File: config.mk
export PLATFORM = sky130hd
export DESIGN_NAME = isml_cell
export DESIGN_NICKNAME = d
export VERILOG_FILES = /design/src/sv/isml_pkg.sv /design/src/sv/isml_cell.sv
export SDC_FILE = /design/constraint.sdc
export NUM_CORES = 1
export LEC_CHECK = 0
export BUFFER_PORTS_ARGS = -buffer_cell sky130_fd_sc_hd__buf_4
export CORE_MARGIN = 1
export CORE_UTILIZATION = 44
export DETAILED_ROUTE_END_ITERATION = 8
export PLACE_DENSITY = 0.8
export SLEW_MARGIN = 0
export SYNTH_ARGS = -nofsm -noshare
export SYNTH_HDL_FRONTEND = slang
export SYNTH_SLANG_ARGS = --single-unit
File: constraint.sdc
create_clock -name clock -period 4.8 [get_ports clock]
set_input_delay 0.72 -clock clock [delete_from_list [all_inputs] [get_ports clock]]
set_output_delay 0.72 -clock clock [all_outputs]
set_load 0.03 [all_outputs]
File: src/sv/isml_pkg.sv
// Shared types and constants for the indexed store minimum index lookup.
package isml_pkg;

   // Fixed field widths of the request and response channels.
   localparam int SLOT_W      = 10;
   localparam int NUM_W       = 32;
   localparam int REQ_TDATA_W = 48;
   localparam int RSP_TDATA_W = 16;

   // Defaults for the top-level parameters.
   localparam int DEF_SLOT_COUNT  = 1024;
   localparam int DEF_VALUE_WIDTH = 32;

   // Request kinds carried in req_tuser.
   localparam logic OP_CHANGE = 1'b0;
   localparam logic OP_FIND   = 1'b1;

   // Slot reported when no slot holds the searched number.
   localparam logic [SLOT_W-1:0] NOT_FOUND_SLOT = '0;

   // Request token that walks down the cell chain, one cell per cycle unless the chain stalls.
   typedef struct packed {
      logic              vld;
      logic              op;
      logic [SLOT_W-1:0] idx;
      logic              found;
      logic [SLOT_W-1:0] first;
   } tok_type;

endpackage

File: src/sv/isml_cell.sv
// One slot of the table: stores a value and matches the passing request token.
module isml_cell
   import isml_pkg::*;
#(
   parameter int VALUE_WIDTH = DEF_VALUE_WIDTH,
   parameter int CELL_INDEX  = 0
) (
   input  logic                   clock,
   input  logic                   reset,
   input  logic                   advance,
   input  tok_type                up_tok,
   input  logic [VALUE_WIDTH-1:0] up_key,
   output tok_type                dn_tok,
   output logic [VALUE_WIDTH-1:0] dn_key
);

   // Cells past the reach of the slot index field can never be written.
   localparam bit                WRITABLE = CELL_INDEX < (1 << SLOT_W);
   localparam logic [SLOT_W-1:0] CELL_ID  = SLOT_W'(CELL_INDEX);

   logic                   valid_ff;
   logic [VALUE_WIDTH-1:0] value_ff;
   tok_type                tok_ff;
   tok_type                tok_in;
   logic [VALUE_WIDTH-1:0] key_ff;
   logic                   write_en;
   logic                   hit;

   // A change request addressed to this slot writes it as it passes.
   assign write_en = advance && up_tok.vld && (up_tok.op == OP_CHANGE) &&
                     WRITABLE && (up_tok.idx == CELL_ID);

   // The first filled slot that holds the key claims a find request.
   assign hit = up_tok.vld && (up_tok.op == OP_FIND) && !up_tok.found &&
                valid_ff && (value_ff == up_key);

   always_comb begin
      tok_in = up_tok;
      if (hit) begin
         tok_in.found = 1'b1;
         tok_in.first = CELL_ID;
      end
   end

   // Slot contents; the valid bit is cleared by reset.
   always_ff @(posedge clock) begin
      if (reset) begin
         valid_ff <= 1'b0;
      end else if (write_en) begin
         valid_ff <= 1'b1;
      end
   end

   always_ff @(posedge clock) begin
      if (write_en) begin
         value_ff <= up_key;
      end
   end

   // Hand the token and its key on to the next cell.
   always_ff @(posedge clock) begin
      if (reset) begin
         tok_ff <= '0;
      end else if (advance) begin
         tok_ff <= tok_in;
      end
   end

   always_ff @(posedge clock) begin
      if (advance) begin
         key_ff <= up_key;
      end
   end

   assign dn_tok = tok_ff;
   assign dn_key = key_ff;

endmodule

==> impl_results.md, run 1 <==
* Status: complete, no violations
* Core region area at roughly 6900 um^2
* CTS resizes at 0
* Worst Path Required at roughly 4800 ps
* Crit-path most repeated cell: buf_4
* Chip Width at around 87 um
* Final Max Tran Viols at 0
* Max-slew headroom at 0.573
* ANT cells at 0
* Largest net degree at the start of global routing at 50
* Root Driver: clkbuf_8
* Cell Area, Synth at 3160 um^2
* Crit share post-route at 0.443
* Layout cells sized above 1 at 0.427
* Most frequent cells after synthesis: 64 x edfxtp_1, 28 x xnor2_1, 24 x dfxtp_1
* Share of flip-flops with an asynchronous set or reset at 0
* Synth top area share at 0.609
* Drt via density at about 4.8
* Synth cell types at 22
* Clock Path Buffers at 2
* Yosys top cell by area: edfxtp_1
* Vias in the first global route at 1943
* Crit-path max cell delay at 500 ps
* Fillers at 515
* GRT Total Usage at 0.167
* Worst Path Max Fanout at a little under 50
* F_max at between 0.4 and 0.5 GHz
* Post-DP HPWL at between 4000 and 5000 um
* H-tree depth at 3
* Synth Register Bits at just under 90
* # rows at 30
* Ports at 113
* CP top delay family: buffers and inverters
* Clock latency on the worst-skew pair at around 350 ps
* Least-Margin Pin Slew at 640 ps
* Final #Nets at approximately 360
* Maxcap violations at 0
* Area Overhead vs Synth at 35.9%
* # Post-CTS Setup Buffers at 0
* Design Area, Final at roughly 4300 um^2
* Cts hold-fix bufs at 0
* Setup_tns at 0 ps
* DP Cell Count at slightly below 400
* Clock Skews at around 7.4 ps
* Setup violations, final at 0
* P per Cell Area at 351 nW/um^2
* Prevailing post-synth register cell: edfxtp_1
* Pleak at about 1.7 nW
* Final setup margin at roughly 2700 ps
* Startpoint types: primary input
* VDD IR max at ~190 uV
* Crit path buffers/inverters at 2
* Routed WL per cell at 14.4 um
* Hold Crit Class: register to register
* Sequential element share of the synthesized area at 0.761
* Remaining DRCs at 0
* Initial core utilization at 0.460
* Ranking of synthesized cells by area: edfxtp_1 61%, dfxtp_1 15%, xnor2_1 7.8%, mux2i_1 4.1%, a22o_1 2.5%
* Synth Warn # at 0
* IO buf count at 112
* TritonRoute pass-1 iters at 4
* RSZ-0062 raised after global routing: no
* CTS Buf Count at 9
* Multi-input gate area at around 750 um^2
* Syn_area_per_cell at about 17 um^2
* Area of the die at 7520 um^2
* Clock sinks at a little under 90
* CTS tree: yes
* First-pass GRT wire length at 9260 um
* CTS clk-pin slew, worst paths at roughly 80 ps
* DRT antenna net count at 0
* Total number of vias at between 1500 and 2000
* Storage cell area at between 2000 and 2500 um^2
* Critical path type: primary input to register
* Count leader, synth: edfxtp_1
* Die height at around 87 um
* Wirelength, routed at 5830 um
* DRT iter0 DRCs at 56
* Critical-path top delay cell: buf_4
* Post-synth EDFFs at 64
* Initial antenna violation count at 0
* Finished Layout Cells at roughly 400
* Post-synthesis net count at ~240
* Critical Path End Type: register
* Setup WS pre-CTS at between 2000 and 2500 ps
* Crit path DAT at 2130 ps
* Post-placement cell area at ~4100 um^2
* GRT overflow at 0
* Worst-path cell chain: buf_4, nand4bb_1, nor4_4, buf_4
* Hold Vio Cnt, Final at 0
* GPL Wtd Cong at between 0.6 and 0.7
* Final core utilization at 0.625
* Minimum clock period at approximately 2100 ps
* Synth Instances at 184
[metrics by stage]
step | hold slack [ps] | power [mW]
detailed placement | 462 | 1.09
global route | 505 | 1.57
floorplan | 440 | 0.981
global placement | 457 | 1.08
finish | 485 | 1.51
CTS | 490 | 1.52
[logic make-up after synthesis]
kind of cell | share of synthesized area
AOI/OAI and AO/OA | 0.0392
xor gates and xnor gates | 0.0887
and+or+nand+nor | 0.0650
buffers and inverters | 0.00515
DFF | 0.761
muxes | 0.0412
[per-layer routing]
layer / track usage / routed length (um) / vias to the layer above
met2: 0.263 / 2780 / 86
met5: 0 / 0 / -
li1: - / - / 928
met4: 0.0864 / 112 / 0
met1: 0.201 / 2430 / 910
met3: 0.0657 / 504 / 9
[placed cells by master, fill, tap and decap left out, drive strengths merged]
cell / instances
xnor2: 28
clkinv: 1
nand4bb: 1
buf: 113
dfxtp: 24
mux2i: 13
a32o: 1
nor3: 3
nor4: 3
xor2: 4
nand4b: 1
clkbuf: 11
a41oi: 1
edfxtp: 64
clkinvlp: 4
nand2b: 1
a22o: 9
nor2b: 1
o22ai: 1
nor2: 16
nand4: 8
nand2: 1
[registers in the layout, indices dropped and copies added, names as in the netlist]
register,flops
value_ff,32
dn_tok,23
dn_key,32
valid_ff,1
[final timing paths]
kind | from | to | slack [ps] | cells past startpoint
max | advance | value_ff[20] | 2670 | 4
min | dn_tok[8] | dn_tok[8] | 480 | 1
max reg2reg | value_ff[29] | dn_tok[8] | 3100 | 5
min reg2reg | dn_tok[8] | dn_tok[8] | 480 | 1
[cell type report]
class	instances	area share
well taps	96	0.0280
clock buffers	11	0.0306
flip-flops and latches	88	0.560
multi-input cells	92	0.176
clock inverters	5	0.00787
repair buffers	113	0.198
[power by group]
group	switching, mW	internal, mW
sequential	0.0118	0.849
combinational	0.120	0.0901
clock	0.248	0.186
total	0.380	1.13
(Power assumes the default switching activity.)
==> run 2: changes to the inputs <==
--- a/config.mk
+++ b/config.mk
@@ -5,11 +5,12 @@
 export SDC_FILE = /design/constraint.sdc
 export NUM_CORES = 1
 export LEC_CHECK = 0
+export ABC_AREA = 1
 export BUFFER_PORTS_ARGS = -buffer_cell sky130_fd_sc_hd__buf_4
 export CORE_MARGIN = 1
-export CORE_UTILIZATION = 44
+export CORE_UTILIZATION = 49
 export DETAILED_ROUTE_END_ITERATION = 8
-export PLACE_DENSITY = 0.8
+export PLACE_DENSITY = 0.83
 export SLEW_MARGIN = 0
 export SYNTH_ARGS = -nofsm -noshare
 export SYNTH_HDL_FRONTEND = slang
==> constraint.sdc (replaced) <==
create_clock -name clock -period 2.15 [get_ports clock]
set_input_delay 0.3225 -clock clock [delete_from_list [all_inputs] [get_ports clock]]
set_output_delay 0.3225 -clock clock [all_outputs]
set_load 0.03 [all_outputs]
==> impl_results.md, run 2 <==
* Hold Vio Cnt, Final at 0
* Crit-path most repeated cell: nor2_1
* Violated checks: design-rule violations
* Setup WS pre-CTS at approximately 480 ps
* Hold_ws at between 150 and 200 ps
* Post-synth EDFFs at 64
* Most common cell after layout, fill and taps aside: buf_4
* Remaining DRCs at 19
* F_max at ~0.65 GHz
* TritonRoute pass-1 iters at 7
* Clock Skews at roughly 8 ps
* CP top delay family: simple AND/OR/NAND/NOR gates
* Sequential element share of the synthesized area at 0.731
* Worst Path Required at approximately 2400 ps
* Crit path buffers/inverters at 0
* Area of the die at just over 7000 um^2
* Synth top area share at 0.585
* DRT iter0 DRCs at 73
* Prevailing post-synth register cell: edfxtp_1
* Maxcap violations at 0
* Synth cell types at 22
* Setup_tns at 0 ps
* Yosys top cell by area: edfxtp_1
* Worst-path cell chain: xor2_1, nor2_1, nand3_1, nor2_1, nand3_2, nand2_1, a21oi_1
* CTS tree: yes
* Cell Area, Synth at between 3000 and 4000 um^2
* Critical Path End Type: register
* Vias in the first global route at 2298
* Worst Path Max Fanout at 11
* Largest net degree at the start of global routing at 38
* H-tree depth at 3
* Cts hold-fix bufs at 0
* CTS resizes at 0
* Count leader, synth: edfxtp_1
* Synth Warn # at 0
* Initial core utilization at 0.512
* Core region area at 6420 um^2
* Root Driver: clkbuf_8
* Startpoint types: register
* Crit-path max cell delay at roughly 390 ps
* CTS clk-pin slew, worst paths at roughly 90 ps
* Die height at between 80 and 90 um
* Final Max Tran Viols at 0
* Drt via density at 4.93
* VDD IR max at ~380 uV
* IO buf count at approximately 110
* Post-synthesis net count at 320
* Final Power at about 3.4 mW
* Share of flip-flops with an asynchronous set or reset at 0
* Synth Register Bits at 88
* GRT Total Usage at 0.193
* GPL Wtd Cong at around 0.7
* Ranking of synthesized cells by area: edfxtp_1 58%, dfxtp_1 15%, xnor2_1 6.1%, nand2_1 5.3%, nor2_1 4.2%
* # rows at 29
* GRT overflow at 0
* ANT cells at 0
* Max-slew headroom at 0.530
* Critical path type: register to register
* Hold Crit Class: primary input to register
* Setup violations, final at 0
* Status: finished, violations left
* Routed WL per cell at 14.1 um
* Synth Instances at between 200 and 300
* Critical-path top delay cell: edfxtp_1
* Clock sinks at 88
* Wirelength, routed at ~6500 um
* Clock Path Buffers at 2
* Final #Nets at 438
* Clock latency on the worst-skew pair at 340 ps
* # Post-CTS Setup Buffers at 0
* P per Cell Area at about 780 nW/um^2
* Initial antenna violation count at 0
* Post-DP HPWL at ~4700 um
* CTS Buf Count at 9
* Ports at 113
* First-pass GRT wire length at approximately 11000 um
* Minimum clock period at 1530 ps
* Commonest non-fill, non-tap cells in the layout: 113 x buf_4, 64 x edfxtp_1, 46 x nand2_1
* Chip Width at 83.9 um
* Least-Margin Pin Slew at just over 700 ps
* DRT antenna net count at 0
* Final setup margin at slightly above 600 ps
* Crit share post-route at 0.712
* RSZ-0062 raised after global routing: no
* Final core utilization at 0.684
* Crit path DAT at approximately 1800 ps
* Area Overhead vs Synth at 33.7%
* Syn_area_per_cell at 12.5 um^2
* Pleak at between 1.5 and 2 nW
* Layout cells sized above 1 at 0.351
* Total number of vias at approximately 2300
* Most frequent cells after synthesis: 64 x edfxtp_1, 46 x nand2_1, 37 x nor2_1
==> run 2: cell count changes after synthesis, sizes merged, moves of 9 or more <==
| cell | delta |
|---|---|
| o21ai | +12 |
| a21oi | +12 |
| a22o | -9 |
| mux2i | -13 |
| inv | +17 |
| nor2 | +22 |
| nand2 | +47 |
==> run 2: logic make-up after synthesis <==
group,after synthesis,share of synthesized area
simple gates,97,0.121
flops,88,0.731
xor+xnor,29,0.0773
compound gates,24,0.0400
buf+inv,24,0.0301
==> run 2: per-stage QoR <==
step / std cells / instance area, um^2
after CTS: 462 / 4390
final: 462 / 4390
after global routing: 462 / 4390
after detailed placement: 446 / 4220
after global placement: 446 / 4220
after floorplan: 262 / 3290
==> run 2: path summary, 6_finish.rpt <==
kind	to	cells after the start	slack [ps]	startpoint
setup / recovery	dn_tok[2]	7	620	value_ff[4]
hold / removal	dn_key[27]	1	180	up_key[27]
setup reg to reg	dn_tok[2]	7	620	value_ff[4]
hold reg to reg	dn_tok[4]	2	470	dn_tok[4]
==> run 2: power by group <==
part / switching [mW] / internal [mW]
Clock: 0.585 / 0.428
Sequential: 0.0268 / 1.90
Combinational: 0.288 / 0.199
Total: 0.900 / 2.52
==> run 2: cell type report <==
type                       count  area [um^2]
clock buffer                   9          124
sequential                    88         2400
fill                         484         2030
inverter                      17         63.8
multi-input combinational    150          785
tap                           77         96.3
timing repair buffer         114          868
clock inverter                 7         53.8
==> run 2: layer usage <==
layer / up-vias / global-route usage / part of all wire
li1: 1107 / - / -
met1: 1075 / 0.235 / 0.43
met2: 92 / 0.332 / 0.49
met3: 2 / 0.0623 / 0.075
met4: 0 / 0.0517 / 0.0037
met5: - / 0 / 0
==> run 2: worst register-to-register path: stages, from the launching register on <==
cell,delay [ps]
edfxtp_1,390
xor2_1,160
nor2_1,110
nand3_1,90
nor2_1,170
nand3_2,290
nand2_1,140
a21oi_1,70
==> run 3: changes to the inputs <==
--- a/config.mk
+++ b/config.mk
@@ -8,9 +8,9 @@
 export ABC_AREA = 1
 export BUFFER_PORTS_ARGS = -buffer_cell sky130_fd_sc_hd__buf_4
 export CORE_MARGIN = 1
-export CORE_UTILIZATION = 49
+export CORE_UTILIZATION = 45
 export DETAILED_ROUTE_END_ITERATION = 8
-export PLACE_DENSITY = 0.83
+export PLACE_DENSITY = 0.81
 export SLEW_MARGIN = 0
 export SYNTH_ARGS = -nofsm -noshare
 export SYNTH_HDL_FRONTEND = slang
==> constraint.sdc (replaced) <==
create_clock -name clock -period 1.3 [get_ports clock]
set_input_delay 0.195 -clock clock [delete_from_list [all_inputs] [get_ports clock]]
set_output_delay 0.195 -clock clock [all_outputs]
set_load 0.03 [all_outputs]
==> impl_results.md, run 3 (synthesized netlist as in run 2, its figures left out) <==
* Status: finished, violations left
* Violated checks: negative setup slack
* Critical Path End Type: register
* Post-DP HPWL at between 5000 and 6000 um
* H-tree depth at 3
* Max-slew headroom at 0.784
* # Post-CTS Setup Buffers at 0
* Hold Crit Class: primary input to register
* CTS tree: yes
* Root Driver: clkbuf_8
* DRT antenna net count at 0
* Final setup margin at -143 ps
* Commonest non-fill, non-tap cells in the layout: 127 x buf_4, 64 x edfxtp_1, 46 x nand2_1
* GRT Total Usage at 0.185
* Remaining DRCs at 0
* Die height at between 80 and 90 um
* Layout cells sized above 1 at 0.386
* Clock Path Buffers at 2
* Finished Layout Cells at ~500
* Largest net degree at the start of global routing at 37
* Total number of vias at 2276
* Initial antenna violation count at 0
* GPL Wtd Cong at 0.690
* DRT iter0 DRCs at 97
* Clock sinks at 88
* Clock Skews at 9.77 ps
* Area Overhead vs Synth at 40.5%
* VDD IR max at 550 uV
* TritonRoute pass-1 iters at 4
* CTS Buf Count at 9
* Chip Width at slightly below 90 um
* Setup violations, final at 11
* IO buf count at approximately 110
* Vias in the first global route at around 2200
* Worst Path Required at ~1500 ps
* Most common cell after layout, fill and taps aside: buf_4
* Clock latency on the worst-skew pair at between 300 and 400 ps
* CTS clk-pin slew, worst paths at about 90 ps
* Final #Nets at 455
* Worst-path cell chain: xnor2_1, nand2_1, nor2_1, nand2_1, nor2_2, nand3_2, buf_12, nand2_1, a21oi_1
* Final Max Tran Viols at 0
* Ports at between 100 and 150
* Worst Path Max Fanout at 11
* Startpoint types: register
* Area of the die at 7650 um^2
* RSZ-0062 raised after global routing: yes
* Drt via density at between 4 and 5
* Critical-path top delay cell: edfxtp_1
* # rows at 30
* Hold Vio Cnt, Final at 0
* Least-Margin Pin Slew at approximately 320 ps
* GRT overflow at 0
* Pleak at 1.95 nW
* P per Cell Area at between 1000 and 1500 nW/um^2
* F_max at roughly 0.7 GHz
* ANT cells at 0
* DP Cell Count at 482
* Crit-path max cell delay at ~400 ps
* Setup_tns at -1430 ps
* Cts hold-fix bufs at 0
* Wirelength, routed at around 6700 um
* Routed WL per cell at 13.5 um
* Initial core utilization at 0.476
* Fillers at 568
* Core region area at around 6900 um^2
* Maxcap violations at 0
* Minimum clock period at 1440 ps
* Critical path type: register to register
* Hold_ws at around 44 ps
* Crit-path most repeated cell: nand2_1
* Crit share post-route at 1.11
* First-pass GRT wire length at 10400 um
* Crit path DAT at 1680 ps
-- run 3: cell types whose count changed in the layout (fill, tap and decap cells not counted), sizes merged --
cell | before | now
buf | 114 | 131
bufinv | 0 | 1
clkinvlp | 2 | 1
-- run 3: path summary, 6_finish.rpt --
check | from | endpoint | slack (ps) | depth (start not counted)
hold / removal | up_key[30] | value_ff[30] | 40 | 1
setup reg to reg | value_ff[8] | dn_tok[9] | -140 | 9
hold reg to reg | dn_tok[3] | dn_tok[3] | 470 | 2
setup / recovery | value_ff[8] | dn_tok[9] | -140 | 9
-- run 3: final cells by class --
cell class,instances,area [um^2],share of cell area
Timing Repair Buffer,131,1030,0.224
Sequential cell,88,2400,0.520
Clock buffer,9,124,0.0268
Multi-Input combinational cell,150,795,0.172
Clock inverter,7,77.6,0.0168
Tap cell,96,120,0.0260
Inverter,17,63.8,0.0138
-- run 3: report_power, final --
part           total [mW]  switching (mW)  internal (mW)
combinational       0.845           0.482          0.363
sequential           3.18          0.0452           3.14
clock                1.88           0.976          0.905
total                5.91            1.50           4.40
-- run 3: layer usage --
layer / part of all wire / up-vias / wire length, um / GRT usage
met2: 0.48 / 76 / 3230 / 0.313
met4: 0.0097 / 0 / 65 / 0.0581
li1: - / 1145 / - / -
met3: 0.063 / 7 / 427 / 0.0540
met5: 0 / - / 0 / 0
met1: 0.45 / 1048 / 3000 / 0.228
-- run 3: per-stage QoR --
step	cell area, um^2	power [mW]	util	worst slack [ps]
detailed placement	4410	4.10	0.639	-226
CTS	4620	5.98	0.668	-189
global placement	4410	4.08	0.639	-202
floorplan	3290	3.64	-	-49.6
finish	4620	5.91	0.668	-143
global route	4620	6.15	0.668	-245
-- run 3: repair_timing --
item                       4_1_cts  5_1_grt
pin swaps                        2        4
setup endpoints to repair       11       11
resized for setup                1        0
-- run 3: worst max-delay path, delay by kind of cell, from the launching register on --
kind,cells,cell delay (ps)
AND/OR/NAND/NOR,6,550
AO/OA/AOI/OAI,1,50
XOR/XNOR,1,170
flip-flops,1,400
buffers and inverters,1,160
